`config.mk`:
```
export PLATFORM = sky130hd
export DESIGN_NAME = tatc_kdiv_cell
export DESIGN_NICKNAME = d
export VERILOG_FILES = /design/src/hw/rtl/tatc_pkg.sv /design/src/hw/rtl/tatc_kdiv_cell.sv
export SDC_FILE = /design/constraint.sdc
export NUM_CORES = 1
export LEC_CHECK = 0
export BUFFER_PORTS_ARGS = -buffer_cell sky130_fd_sc_hd__clkbuf_2
export CAP_MARGIN = 20
export CORE_AREA = 4 4 153 155
export DETAILED_ROUTE_END_ITERATION = 8
export DIE_AREA = 0 0 157 159
export PLACE_DENSITY = 0.9
export SYNTH_ARGS = -nofsm -noshare
export SYNTH_HDL_FRONTEND = slang
export SYNTH_SLANG_ARGS = --single-unit
```
`constraint.sdc`:
```
create_clock -name i_clk -period 4.6 [get_ports i_clk]
set_input_delay 0.23 -clock i_clk [delete_from_list [all_inputs] [get_ports i_clk]]
set_output_delay 0.23 -clock i_clk [all_outputs]
set_load 0.05 [all_outputs]
```
`src/hw/rtl/tatc_pkg.sv`:
```
`timescale 1ns / 1ps
`default_nettype none

package tatc_pkg;

    // converter and field widths
    localparam int ADC_BITS   = 10;
    localparam int SAMPLE_W   = 10;
    localparam int RES_W      = 20;
    localparam int COEF_W     = 48;
    localparam int TEMP_W     = 16;
    localparam int RES_OUT_W  = 32;
    localparam int STATUS_W   = 2;
    localparam int CFG_IDX_W  = 3;

    // internal widths
    localparam int NUM_W      = RES_W + ADC_BITS;
    localparam int PN_W       = $clog2(NUM_W);
    localparam int PD_W       = $clog2(ADC_BITS);
    localparam int MANT_W     = 32;
    localparam int FRAC_W     = 32;
    localparam int QUO_W      = 32;
    localparam int LN_W       = 38;
    localparam int L_W        = LN_W + 1;
    localparam int W64        = 64;
    localparam int MAG_W      = 48;
    localparam int HALF_W     = MAG_W / 2;
    localparam int PROD_W     = 2 * MAG_W;
    localparam int KQ_W       = 16;
    localparam int KREM_W     = 64;
    localparam int KDIV_W     = KREM_W + KQ_W - 1;
    localparam int N_CELLS    = FRAC_W;

    // constants
    localparam logic [FRAC_W-1:0]   LN2_Q32    = 32'd2977044472;
    localparam logic [ADC_BITS-1:0] FULL_SCALE = '1;
    localparam logic [KREM_W-1:0]   CENTI_ONE  = 64'd100 << 48;
    localparam int                  KELVIN_OFS = 27315;
    localparam int                  TEMP_MAX   = 32767;
    localparam int                  KQ_LIMIT   = TEMP_MAX + KELVIN_OFS;

    typedef enum logic [STATUS_W-1:0] {
        ST_OK   = 2'd0,
        ST_FULL = 2'd1,
        ST_ZERO = 2'd2,
        ST_BAD  = 2'd3
    } t_status;

    typedef enum logic [CFG_IDX_W-1:0] {
        REG_FIXED_RES = 3'd0,
        REG_COEF_A    = 3'd1,
        REG_COEF_B    = 3'd2,
        REG_COEF_C    = 3'd3
    } t_reg_idx;

    // payload of one log / divide cell
    typedef struct packed {
        t_status             status;
        logic [PN_W-1:0]     pn;
        logic [PD_W-1:0]     pd;
        logic [MANT_W-1:0]   mn;
        logic [MANT_W-1:0]   md;
        logic [FRAC_W-1:0]   fn;
        logic [FRAC_W-1:0]   fd;
        logic [ADC_BITS-1:0] rem;
        logic [ADC_BITS-1:0] den;
        logic [QUO_W-1:0]    dq;
    } t_cell;

    // status and resistance riding along the back half
    typedef struct packed {
        t_status          status;
        logic [QUO_W-1:0] q;
    } t_side;

    // payload of one kelvin divide cell
    typedef struct packed {
        t_status           status;
        logic [QUO_W-1:0]  q;
        logic              ovf;
        logic [KREM_W-1:0] rem;
        logic [KDIV_W-1:0] dsh;
        logic [KQ_W-1:0]   kq;
    } t_kdiv;

    // index of the highest set bit, zero for zero
    function automatic logic [PN_W-1:0] msb_num(input logic [NUM_W-1:0] x);
        logic [PN_W-1:0] p;
        p = '0;
        for (int i = 0; i < NUM_W; i++) begin
            if (x[i]) p = PN_W'(i);
        end
        return p;
    endfunction

    function automatic logic [PD_W-1:0] msb_den(input logic [ADC_BITS-1:0] x);
        logic [PD_W-1:0] p;
        p = '0;
        for (int i = 0; i < ADC_BITS; i++) begin
            if (x[i]) p = PD_W'(i);
        end
        return p;
    endfunction

endpackage

`default_nettype wire

```
`src/hw/rtl/tatc_kdiv_cell.sv`:
```
`timescale 1ns / 1ps
`default_nettype none

module tatc_kdiv_cell (
    input  logic             i_clk,
    input  logic             i_rst_n,
    input  logic             i_en,
    input  logic             i_vld,
    input  tatc_pkg::t_kdiv  i_d,
    output logic             o_vld,
    output tatc_pkg::t_kdiv  o_d
);
    import tatc_pkg::*;

    logic [KDIV_W-1:0] rem_x;
    logic              ge;
    logic              r_vld;
    t_kdiv             r_d;
    t_kdiv             n_d;

    // one quotient bit: compare against the shifted divisor
    always_comb begin
        n_d    = i_d;
        rem_x  = KDIV_W'(i_d.rem);
        ge     = rem_x >= i_d.dsh;
        n_d.rem = ge ? KREM_W'(rem_x - i_d.dsh) : i_d.rem;
        n_d.kq  = {i_d.kq[KQ_W-2:0], ge};
        n_d.dsh = i_d.dsh >> 1;
    end

    always_ff @(posedge i_clk) begin
        if (!i_rst_n) begin
            r_vld <= 1'b0;
        end else if (i_en) begin
            r_vld <= i_vld;
        end
    end

    always_ff @(posedge i_clk) begin
        if (i_en) r_d <= n_d;
    end

    assign o_vld = r_vld;
    assign o_d   = r_d;

endmodule

`default_nettype wire
```
# Word level (Yosys, flattened, before mapping)
# Index checks and enable logic that the tools add are counted.
[op_classes] magnitude_cmp=1 n_addsub=1 muxes=1
[op_table] op="64-bit by 79-bit greater-or-equal comparator with 1-bit output" n=1
[op_table] op="64-bit 2-to-1 mux" n=1
[op_table] op="64-bit subtractor" n=1
[word_totals] reg_bits=194 in_bits=198 elab_cells=10

# Logic depth before layout (Yosys ltp)
[depth] depth_word=2 depth_mapped=15

# Worst setup path before layout
# No wires, ideal clock.
[synth_path] path_type="input to register" from="input port i_d[25] (netlist bit)" to="register r_d, in the netlist o_d[101] (data pin)" arrival_ns=2.876 path_buffers=2 setup_slack_ns=1.464 setup_ns=0.260 cell_stages=14 path_cell_list="inv_1 ha_1 and3_1 nand3_1 a211o_1 o21ai_2 o21ai_4 o41ai_4 a211oi_4 o211ai_2 a41o_1 buf_6 buf_12 mux2_4"
[synth_rtl] element="start, declared" line_no="tatc_kdiv_cell.sv:9" source="input tatc_pkg::t_kdiv i_d,"
[synth_rtl] element="end signal, assigned" line_no="tatc_kdiv_cell.sv:40" source="if (i_en) r_d <= n_d;"
[synth_rtl] element="end, declared" line_no="tatc_kdiv_cell.sv:18" source="t_kdiv r_d;"

==> results.md <==
- Crit path required time: 4.78 ns
- Yosys top cell area share: between 50% and 60%
- RR Endpoint: o_vld$_SDFFE_PN0P_
- Worst Setup EP: o_d[148]$_DFFE_PP_
- Vias in the first global route: between 9000 and 10000
- Routed vias/inst: 5.65
- HP Class: in2reg
- CTS resizes: 0
- Synth Area in Compound Gates: between 10% and 20%
- Number of port buffers: 390
- Grt ovf: 0
- First-pass GRT wire length: ~55 mm
- Synth Area in Adders: between 7 and 8%
- Final Max Slew Viols: 0
- # clock sinks: around 190
- Hold Fails Final Rpt: 0
- Mapped cell area: 0.0112 mm^2
- Endpoints failing setup: 0
- Clock tree buffer depth: 2
- Drt wl/cell: 21.4 um
- Post-Synthesis Net Count: about 1200
- Synth cell types: between 70 and 80
- Hold_buf cts: between 100 and 150
- RSZ-0062 raised after global routing: false
- Nets: ~1700
- Pwr per Cell Area: ~350 mW/mm^2
- Std cell rows: 54
- Die area: 0.0250 mm^2
- Yosys reg bits: ~190
- Flop-to-flop setup slack: roughly 4.0 ns
- Synth area leaders: edfxtp_1 (52%), mux2_4 (7.2%), ha_1 (7.1%), a21oi_1 (3.3%), inv_1 (3.0%)
- Crit-path most repeated cell: o21ai_0
- Setup bufs post-CTS: 0
- Routed vias: a little under 10000
- FILL cells: between 1000 and 1500
- Final period util: 90.5%
- Largest net degree at the start of global routing: between 100 and 150
- Drt total wl: about 37 mm
- Cell taking the most area after synthesis: edfxtp_1
- Area grow syn2layout: 34.8%
- Worst reg2reg startpoint: o_vld$_SDFFE_PN0P_
- Post-synth EDFFs: approximately 190
- IO Count: ~400
- Slew at the pin with the worst max-slew slack: 0.891 ns
- Cell leakage power: a little under 7 nW
- Die height: 159 um
- Post-route DRC: 0
- Fmax: around 240 MHz
- Placed Instances: between 1500 and 2000
- Slowest stage delay, CP: around 0.54 ns
- H-tree Lvls: 4
- Worst-Skew Late Latency: between 0.4 and 0.5 ns
- Initial DRC Count: about 880
- Max Cap Viol: 0
- Num CTS Buffers: 17
- Main synth FF type: edfxtp_1
- Core area: approximately 0.022 mm^2
- First-pass DRT Iterations: 5
- Finished Layout Cells: about 1700
- Layout cells sized above 1: around a third
- Gr usage total: roughly 28%
- Crit path from: i_d[26]
- Mean Syn Cell Area: between 10 and 15 um^2
- Min Tclk post-route: ~4.2 ns
- CTS tree: yes
- Root Buffer: clkbuf_16
- Mux contribution to synthesized area: 8.26%
- Cell Chain, Critical Path: dlygate4sd3_1, clkbuf_2, inv_1, ha_1, a21oi_1, o21ai_0, a21boi_0, a41oi_1, o21ai_0, a31oi_1, o22ai_1, o21ai_0, xor2_1, mux2_4
- Critical path fanouts, max: 6
- Peak VDD IR: between 0.2 and 0.3 mV
- Crit Path Class: in2reg
- Worst-case reg-to-reg path depth: 2
- RePlAce Congestion: 0.894
- Synth async-reset ratio: 0%
- CP max-delay cell: o22ai_1
- Run status: completed
- Initial Util: 51.4%
- Syn. warnings: 0
- Startpoint types: input port
- Critical Path AT: 4.34 ns
- Worst Skew: 0 ns
- Synth Area in Simple Gates: between 8 and 9%
- Reg clk slew, reported paths: approximately 0.080 ns
- Setup total negative slack: 0 ns
- Largest family of logic cells by synthesized area: compound AO/OA/AOI/OAI gates
- Mapped Cells: between 900 and 1000
- CP Capture Type: flop
- Die X: 157 um
- Slew headroom: about two fifths
- Final HPWL DP: approximately 27 mm
- Initial antenna violation count: 4
- XOR/XNOR share of the synthesized area: around 4.5%
- Register area share after synthesis: between 50% and 60%
- Antenna viol nets, final: 0
==> worst min-delay path by stage <==
stage	from	end	slack [ns]	depth (start not counted)
after floorplan	i_d[9]	o_d[10]$_DFFE_PP_	0.33	0
after global placement	i_d[177]	o_d[177]$_DFFE_PP_	0.41	1
after detailed placement	i_d[182]	o_d[182]$_DFFE_PP_	0.41	1
after CTS	i_d[74]	o_d[73]$_DFFE_PP_	0.0007	1
after global routing	i_d[18]	o_d[17]$_DFFE_PP_	0.0001	1
final	i_d[75]	o_d[74]$_DFFE_PP_	0.01	1
==> metal layers <==
layer / wire (um) / vias up / share of wire [%] / GRT usage, %
met5: 27 / - / 0.073 / 0
met3: 3190 / 105 / 8.6 / 5.93
li1: - / 4473 / - / -
met2: 19100 / 584 / 52 / 50.8
met4: 1300 / 4 / 3.5 / 10.6
met1: 13400 / 4575 / 36 / 33.1
==> synth_stat cells (all sizes together) (24+ instances only) <==
library cell	n
xnor2	34
nand4	29
edfxtp	193
mux2	58
inv	91
nand2	53
xor2	24
a21oi	74
nor2	35
ha	64
o21ai	42
clkbuf	28
a21o	39
==> per-stage QoR <==
stage,power [W],utilization (%),instance area (um^2),hold WS (ns),worst slack [ns]
after global routing,0.00546,69.3,15100,0.000150,0.318
after CTS,0.00525,69.1,15100,0.000726,0.564
final,0.00527,69.3,15100,0.0121,0.436
after global placement,0.00360,61.1,13300,0.407,0.669
after floorplan,0.00321,-,11200,0.329,1.46
after detailed placement,0.00363,61.1,13300,0.409,0.626
==> state kept, by name, indices dropped and copies added, names as in the netlist <==
register	cells
o_d	193
o_vld	1
==> kinds of logic after synthesis <==
kind of cell | count (synthesis)
AOI/OAI and AO/OA | 233
xor gates and xnor gates | 58
adders and majority gates | 65
buffers and inverters | 136
DFF | 194
muxes | 65
other | 1
and+or+nand+nor | 190
==> area by class of cell <==
cell class	instances	area [um^2]	share of cell area, %
flip-flops and latches	194	5820	38.5
multi-input cells	612	4780	31.6
repair buffers	513	3200	21.2
clock buffers	17	425	2.81
well taps	280	350	2.32
inverters	91	342	2.26
clock inverters	15	203	1.34
diodes	2	5.00	0.0331
==> placed cells by master (no fill, tap or decap), drive strengths merged, types with 8 or more instances in the layout <==
master       count
buf              8
o21a             9
nor2b           14
nor2            35
xor2            24
a21oi           74
inv             97
nor4             8
nand4           29
nand2           53
clkbuf         407
xnor2           34
a31oi           10
nor3            14
ha              64
dlygate4sd3    115
o21ai           42
a21o            39
mux2            58
nand3           11
o21bai           8
clkinv           9
edfxtp         193
==> where the power goes <==
group | total (W) | internal [W] | switching (W) | leakage, nW
Clock | 0.00155 | 0.000753 | 0.000800 | 0.303
Sequential | 0.00215 | 0.00210 | 0.0000479 | 1.90
Combinational | 0.00157 | 0.000499 | 0.00107 | 4.72
Total | 0.00527 | 0.00335 | 0.00192 | 6.92
==> worst max-delay path, delay by kind of cell <==
kind / cells / cell delay (ns)
AOI/OAI and AO/OA: 8 / 2.52
buffers and inverters: 3 / 0.71
adders and majority gates: 1 / 0.41
muxes: 1 / 0.27
xor gates and xnor gates: 1 / 0.19
Power figures use the tool's default switching activity.
