`src/hw/rtl/tatc_pkg.sv`:
```
`timescale 1ns / 1ps
`default_nettype none

package tatc_pkg;

    // converter and field widths
    localparam int ADC_BITS   = 10;
    localparam int SAMPLE_W   = 10;
    localparam int RES_W      = 20;
    localparam int COEF_W     = 48;
    localparam int TEMP_W     = 16;
    localparam int RES_OUT_W  = 32;
    localparam int STATUS_W   = 2;
    localparam int CFG_IDX_W  = 3;

    // internal widths
    localparam int NUM_W      = RES_W + ADC_BITS;
    localparam int PN_W       = $clog2(NUM_W);
    localparam int PD_W       = $clog2(ADC_BITS);
    localparam int MANT_W     = 32;
    localparam int FRAC_W     = 32;
    localparam int QUO_W      = 32;
    localparam int LN_W       = 38;
    localparam int L_W        = LN_W + 1;
    localparam int W64        = 64;
    localparam int MAG_W      = 48;
    localparam int HALF_W     = MAG_W / 2;
    localparam int PROD_W     = 2 * MAG_W;
    localparam int KQ_W       = 16;
    localparam int KREM_W     = 64;
    localparam int KDIV_W     = KREM_W + KQ_W - 1;
    localparam int N_CELLS    = FRAC_W;

    // constants
    localparam logic [FRAC_W-1:0]   LN2_Q32    = 32'd2977044472;
    localparam logic [ADC_BITS-1:0] FULL_SCALE = '1;
    localparam logic [KREM_W-1:0]   CENTI_ONE  = 64'd100 << 48;
    localparam int                  KELVIN_OFS = 27315;
    localparam int                  TEMP_MAX   = 32767;
    localparam int                  KQ_LIMIT   = TEMP_MAX + KELVIN_OFS;

    typedef enum logic [STATUS_W-1:0] {
        ST_OK   = 2'd0,
        ST_FULL = 2'd1,
        ST_ZERO = 2'd2,
        ST_BAD  = 2'd3
    } t_status;

    typedef enum logic [CFG_IDX_W-1:0] {
        REG_FIXED_RES = 3'd0,
        REG_COEF_A    = 3'd1,
        REG_COEF_B    = 3'd2,
        REG_COEF_C    = 3'd3
    } t_reg_idx;

    // payload of one log / divide cell
    typedef struct packed {
        t_status             status;
        logic [PN_W-1:0]     pn;
        logic [PD_W-1:0]     pd;
        logic [MANT_W-1:0]   mn;
        logic [MANT_W-1:0]   md;
        logic [FRAC_W-1:0]   fn;
        logic [FRAC_W-1:0]   fd;
        logic [ADC_BITS-1:0] rem;
        logic [ADC_BITS-1:0] den;
        logic [QUO_W-1:0]    dq;
    } t_cell;

    // status and resistance riding along the back half
    typedef struct packed {
        t_status          status;
        logic [QUO_W-1:0] q;
    } t_side;

    // payload of one kelvin divide cell
    typedef struct packed {
        t_status           status;
        logic [QUO_W-1:0]  q;
        logic              ovf;
        logic [KREM_W-1:0] rem;
        logic [KDIV_W-1:0] dsh;
        logic [KQ_W-1:0]   kq;
    } t_kdiv;

    // index of the highest set bit, zero for zero
    function automatic logic [PN_W-1:0] msb_num(input logic [NUM_W-1:0] x);
        logic [PN_W-1:0] p;
        p = '0;
        for (int i = 0; i < NUM_W; i++) begin
            if (x[i]) p = PN_W'(i);
        end
        return p;
    endfunction

    function automatic logic [PD_W-1:0] msb_den(input logic [ADC_BITS-1:0] x);
        logic [PD_W-1:0] p;
        p = '0;
        for (int i = 0; i < ADC_BITS; i++) begin
            if (x[i]) p = PD_W'(i);
        end
        return p;
    endfunction

endpackage

`default_nettype wire

```
`src/hw/rtl/tatc_cell.sv`:
```
`timescale 1ns / 1ps
`default_nettype none

module tatc_cell (
    input  logic            i_clk,
    input  logic            i_rst_n,
    input  logic            i_en,
    input  logic            i_vld,
    input  tatc_pkg::t_cell i_d,
    output logic            o_vld,
    output tatc_pkg::t_cell o_d
);
    import tatc_pkg::*;

    logic [2*MANT_W-1:0] sq_n;
    logic [2*MANT_W-1:0] sq_d;
    logic [MANT_W:0]     tn;
    logic [MANT_W:0]     td;
    logic [ADC_BITS:0]   trial;
    logic                ge;
    logic                r_vld;
    t_cell               r_d;
    t_cell               n_d;

    always_comb begin
        n_d = i_d;

        // one squaring step of each log mantissa
        sq_n = (2*MANT_W)'(i_d.mn) * (2*MANT_W)'(i_d.mn);
        sq_d = (2*MANT_W)'(i_d.md) * (2*MANT_W)'(i_d.md);
        tn   = sq_n[2*MANT_W-1:MANT_W-1];
        td   = sq_d[2*MANT_W-1:MANT_W-1];
        n_d.mn = tn[MANT_W] ? tn[MANT_W:1] : tn[MANT_W-1:0];
        n_d.md = td[MANT_W] ? td[MANT_W:1] : td[MANT_W-1:0];
        n_d.fn = {i_d.fn[FRAC_W-2:0], tn[MANT_W]};
        n_d.fd = {i_d.fd[FRAC_W-2:0], td[MANT_W]};

        // one restoring step of the resistance divide
        trial = {i_d.rem, i_d.dq[QUO_W-1]};
        ge    = trial >= {1'b0, i_d.den};
        n_d.rem = ge ? ADC_BITS'(trial - {1'b0, i_d.den}) : trial[ADC_BITS-1:0];
        n_d.dq  = {i_d.dq[QUO_W-2:0], ge};
    end

    always_ff @(posedge i_clk) begin
        if (!i_rst_n) begin
            r_vld <= 1'b0;
        end else if (i_en) begin
            r_vld <= i_vld;
        end
    end

    always_ff @(posedge i_clk) begin
        if (i_en) r_d <= n_d;
    end

    assign o_vld = r_vld;
    assign o_d   = r_d;

endmodule

`default_nettype wire

```
`config.mk`:
```
export PLATFORM = sky130hd
export DESIGN_NAME = tatc_cell
export DESIGN_NICKNAME = d
export VERILOG_FILES = /design/src/hw/rtl/tatc_pkg.sv /design/src/hw/rtl/tatc_cell.sv
export SDC_FILE = /design/constraint.sdc
export NUM_CORES = 2
export LEC_CHECK = 0
export ABC_AREA = 1
export BUFFER_PORTS_ARGS = -buffer_cell sky130_fd_sc_hd__buf_4
export CORE_ASPECT_RATIO = 1.25
export CORE_MARGIN = 1.5
export CORE_UTILIZATION = 62
export DETAILED_ROUTE_END_ITERATION = 10
export GPL_ROUTABILITY_DRIVEN = 0
export GPL_TIMING_DRIVEN = 0
export PLACE_DENSITY_LB_ADDON = 0.25
export SYNTH_ARGS = -nofsm -noshare
export SYNTH_HDL_FRONTEND = slang
export SYNTH_SLANG_ARGS = --single-unit
```
`constraint.sdc`:
```
create_clock -name i_clk -period 8.8 [get_ports i_clk]
set_clock_uncertainty 0.15 [all_clocks]
set_input_delay 0.44 -clock i_clk [delete_from_list [all_inputs] [get_ports i_clk]]
set_output_delay 0.44 -clock i_clk [all_outputs]
set_load 0.005 [all_outputs]
```
---- Word level (Yosys, flattened, before mapping) ----
Cells that the tools add are included.
cells by class
  add/subtract/negate cells ............... 1
  multiply operators ...................... 2
  div/mod/pow operators ................... 0
  magnitude comparators ................... 1
  eq/ne operators ......................... 0
  shifts and indexed selects .............. 0
  multiplexer cells ....................... 3
  bitwise operators ....................... 0
  reduce and logical (&&, ||, !) cells .... 0
operator list
  cell              count
  $mul A32 B32 Y64  2
  $mux W31          2
  $ge A11 B10 Y1    1
  $mux W10          1
  $sub A10 B10 Y10  1
word-level totals
  register bits ........................... 192
  latch bits .............................. 0
  memory bits (writable) .................. 0
  memory bits (read-only) ................. 0
  input port bits ......................... 195
  output and inout bits ................... 192
  word-level logic and storage cells ...... 20
  memories kept ........................... 0

---- Logic depth before layout (Yosys ltp) ----
  depth after elaboration ................. 2
  gate-level depth with buffers ........... 37
  gate-level depth less buffers ........... 33

---- Least setup slack after synthesis ----
No wires, ideal clock.
  path type ............................... input -> register
  start point ............................. input i_d[160] (netlist bit)
  end point ............................... register r_d (netlist bit o_d[165]), data pin
  setup time .............................. 0.252 ns
  arrival time ............................ 6.875 ns
  data required time ...................... 8.398 ns
  setup slack ............................. 1.523 ns
  stages on the path ...................... 30
  buffers on the path ..................... 4
  cells stage by stage .................... clkbuf_1 clkbuf_1 buf_1 nand2_1 fa_1 inv_1 fa_1 fa_1 inv_1 fa_1 inv_1 fa_1 inv_1 fa_1 inv_1 fa_1 fa_1 ha_1 nand2_1 nor2_1 nand2_1 nor2_1 nand2_1 nand2_1 nand2_1 nand3_1 nand2_4 buf_4 nand2_1 nand2_1
RTL lines
  element               line             source
  from (decl)           tatc_cell.sv:9   input tatc_pkg::t_cell i_d,
  to (signal assigned)  tatc_cell.sv:54  if (i_en) r_d <= n_d;
  to (decl)             tatc_cell.sv:22  t_cell r_d;

==> flow_summary.toml <==
[final_layout]
drive_above_1_share_pct = 5.650
finalNetCount = 11500
syn_to_final_growth_pct = 9.328
final_cells = 10600

[clock_tree]
clk_latency_ps = 530
root_buffer = "clkbuf_16"
cts.sinks = 192
clk_pin_slew_worst_paths_ps = 140
htree_levels = 4
clk_path_buf_depth = 2
cts_tree = "yes"
cts_made_buffers = 17

[timing]
layout_setup_ws_ps = 100.9
period_share_pct = 98.85
timing.fmax_ghz = 0.1150
period_needed_ps = 8699
finalHoldViolCount = 0
finalSetupViolations = 0
tightest_slew_ps = 1412
whs_ps = 51.95
rsz0062_at_grt = "false"
slew_viol_final = 0
relSlewSlack_pct = 5.865

[synth]
async_flop_share_pct = 0
synth_top_cell_area_share_pct = 45.20
synth.top_cells.by_area = "fa_1 45%, inv_1 16%, nand2_1 12%, ha_1 11%, edfxtp_1 8.2%"
synth_edf_count = 191
netlist-cell-type-count = 40
synthCells = 8614
netlist.top_cell.by_area = "fa_1"
synth.ff_latch_count = 192
avgSynthCellArea_um2 = 8.139
syn_area_um2 = 70110
ys_seq_area_share_pct = 8.209
yosys_warnings = 0
synth-main-ff-cell = "edfxtp_1"
synthesis.nets = 11000

[critical_path]
worstPathArrival_ps = 8910
path_delay_family = "adder cells"
cp-end-kind = "flop"
crit_type = "primary input to flop"
critPathMostFrequentCell = "nand2_1"
worstPathRequired_ps = 9010
path_buf_inv = 8
crit_slowest_cell = "clkdlybuf4s15_1"
critical_path.max_stage_delay_ps = 920
cp-start-kind = "primary input"
worst-path-max-fanout = 14

[global_route]
grtUsageTotal_pct = 42.65
grt_pass1_wl_um = 361300
first_global_vias = 63310
grt_max_degree = 119
grt_overflow = 0
antenna_found_initial = 19

[placement]
portBuffers = 378
place_inst = 10450
pre_cts_slack_ps = -847.3
dp_hpwl_um = 195300

[route]
viasPerCell = 5.457
drt_iter0_markers = 5005
drtAntennaViolNets = 0
firstDrtPassIters = 9
via_count = 57860
wirelength_um = 234000
drcViolationCount = 2
wl_per_cell_um = 22.06

[flow_run]
drv_cap = 0

[floorplanning]
pin_count = 387
die_x_um = 303.8
row_count = 137
die_area_um2 = 115100
core-area_um2 = 111900
fp.dieH_um = 379.0
initial_core_util_pct = 62.64

[status]
outcome = "finished with violations"
violations = "design-rule violations"

[min_path]
holdCritPathClass = "primary input to flop"
## synthesized netlist by cell type, types with 3 or more instances
master and number:
inv_2 4, xor2_1 68, a21o_1 10, o21bai_1 44, a31oi_1 4, clkbuf_1 177
xnor2_1 35, o21ai_0 47, nor4_1 9, nor3_1 11, inv_1 2912, a21oi_2 3
edfxtp_1 191, a21oi_1 132, o21a_1 4, buf_4 5, a31o_2 12, and2_1 8
ha_1 605, nor2_1 220, buf_6 6, nand2_1 2241, nand4_1 37, nand2_4 3
nand2_2 22, nand3_1 144, nand3b_1 9, a21boi_0 5, fa_1 1583, or2_2 10
nor3_2 6, nor2_2 8, buf_1 29
## layout make-up
cell class	instances	area [um2]
Antenna cell	12	30.03
Tap cell	1459	1826
Fill cell	9103	35280
Multi-Input combinational cell	5285	52510
Inverter	2917	10950
Clock buffer	17	425.4
Sequential cell	192	5756
Timing Repair Buffer	494	4024
Clock inverter	15	211.5
Buffer	213	919.6
## through the flow
| step | cell area, um2 | TNS (ps) | util [%] |
|---|---|---|---|
| 2_1_floorplan | 70110 | 0 | - |
| 3_3_place_gp | 74780 | -29200 | 66.80 |
| 3_5_place_dp | 74810 | -31660 | 66.83 |
| 4_1_cts | 76620 | 0 | 68.45 |
| 5_1_grt | 76630 | 0 | 68.46 |
| 6_report | 76650 | 0 | 68.48 |
## sequential cells by signal (all words and copies together), names as in the netlist
signal,count
o_d,191
o_vld,1
## worst paths after layout
path / slack [ps] / cells past startpoint / endpoint / startpoint
setup / recovery: 100 / 30 / o_d[119] / i_d[130]
hold / removal: 50 / 1 / o_d[33] / i_d[33]
setup reg to reg: 7420 / 3 / o_vld / o_vld
hold reg to reg: 960 / 3 / o_vld / o_vld
## logic make-up (layout without fill, tap and decap cells)
group / after synthesis / count (layout) / synth area share [%]
buffers and inverters: 3137 / 3656 / 16.91
AND/OR/NAND/NOR: 2732 / 2732 / 15.42
adder cells (fa/ha/maj): 2188 / 2188 / 56.00
AO/OA/AOI/OAI: 262 / 262 / 2.188
flip-flops: 192 / 192 / 8.209
XOR/XNOR: 103 / 103 / 1.287
other: 0 / 12 / 0
## per-layer routing
metal | GRT usage, % | wire (um)
met5 | 0 | 99
met4 | 41.42 | 29500
met3 | 12.30 | 25350
met2 | 68.13 | 106800
met1 | 45.26 | 72230
## repair_timing
action                                  4_1_cts  5_1_grt
buffers inserted                              0        0
endpoints found under the hold margin       114        0
endpoints found under the setup margin       33       66
gates cloned                                  0        0
hold buffers                                115        0
gates resized for setup                       5       44
## placed cells by master, fill, tap and decap left out, drive strengths merged, types with 4 or more instances in the layout
master | Yosys | routed
fa | 1583 | 1583
a21oi | 135 | 135
clkinv | 1 | 7
or2 | 10 | 10
xor2 | 68 | 68
a31o | 12 | 12
nand2 | 2266 | 2266
nor4 | 9 | 9
diode | 0 | 12
a21o | 10 | 10
nand3 | 144 | 144
o21a | 4 | 4
ha | 605 | 605
xnor2 | 35 | 35
clkbuf | 177 | 194
inv | 2916 | 2924
o21bai | 44 | 44
edfxtp | 191 | 191
nand4 | 37 | 37
o21ai | 47 | 47
dlygate4sd3 | 0 | 115
nor3 | 19 | 19
buf | 43 | 412
a31oi | 4 | 4
nor2 | 228 | 228
a21boi | 5 | 5
nand3b | 9 | 9
and2 | 8 | 8
Power is left out: the tool's default activity adds up to more than one toggle a clock period on the data nets, which glitch-free logic cannot reach.
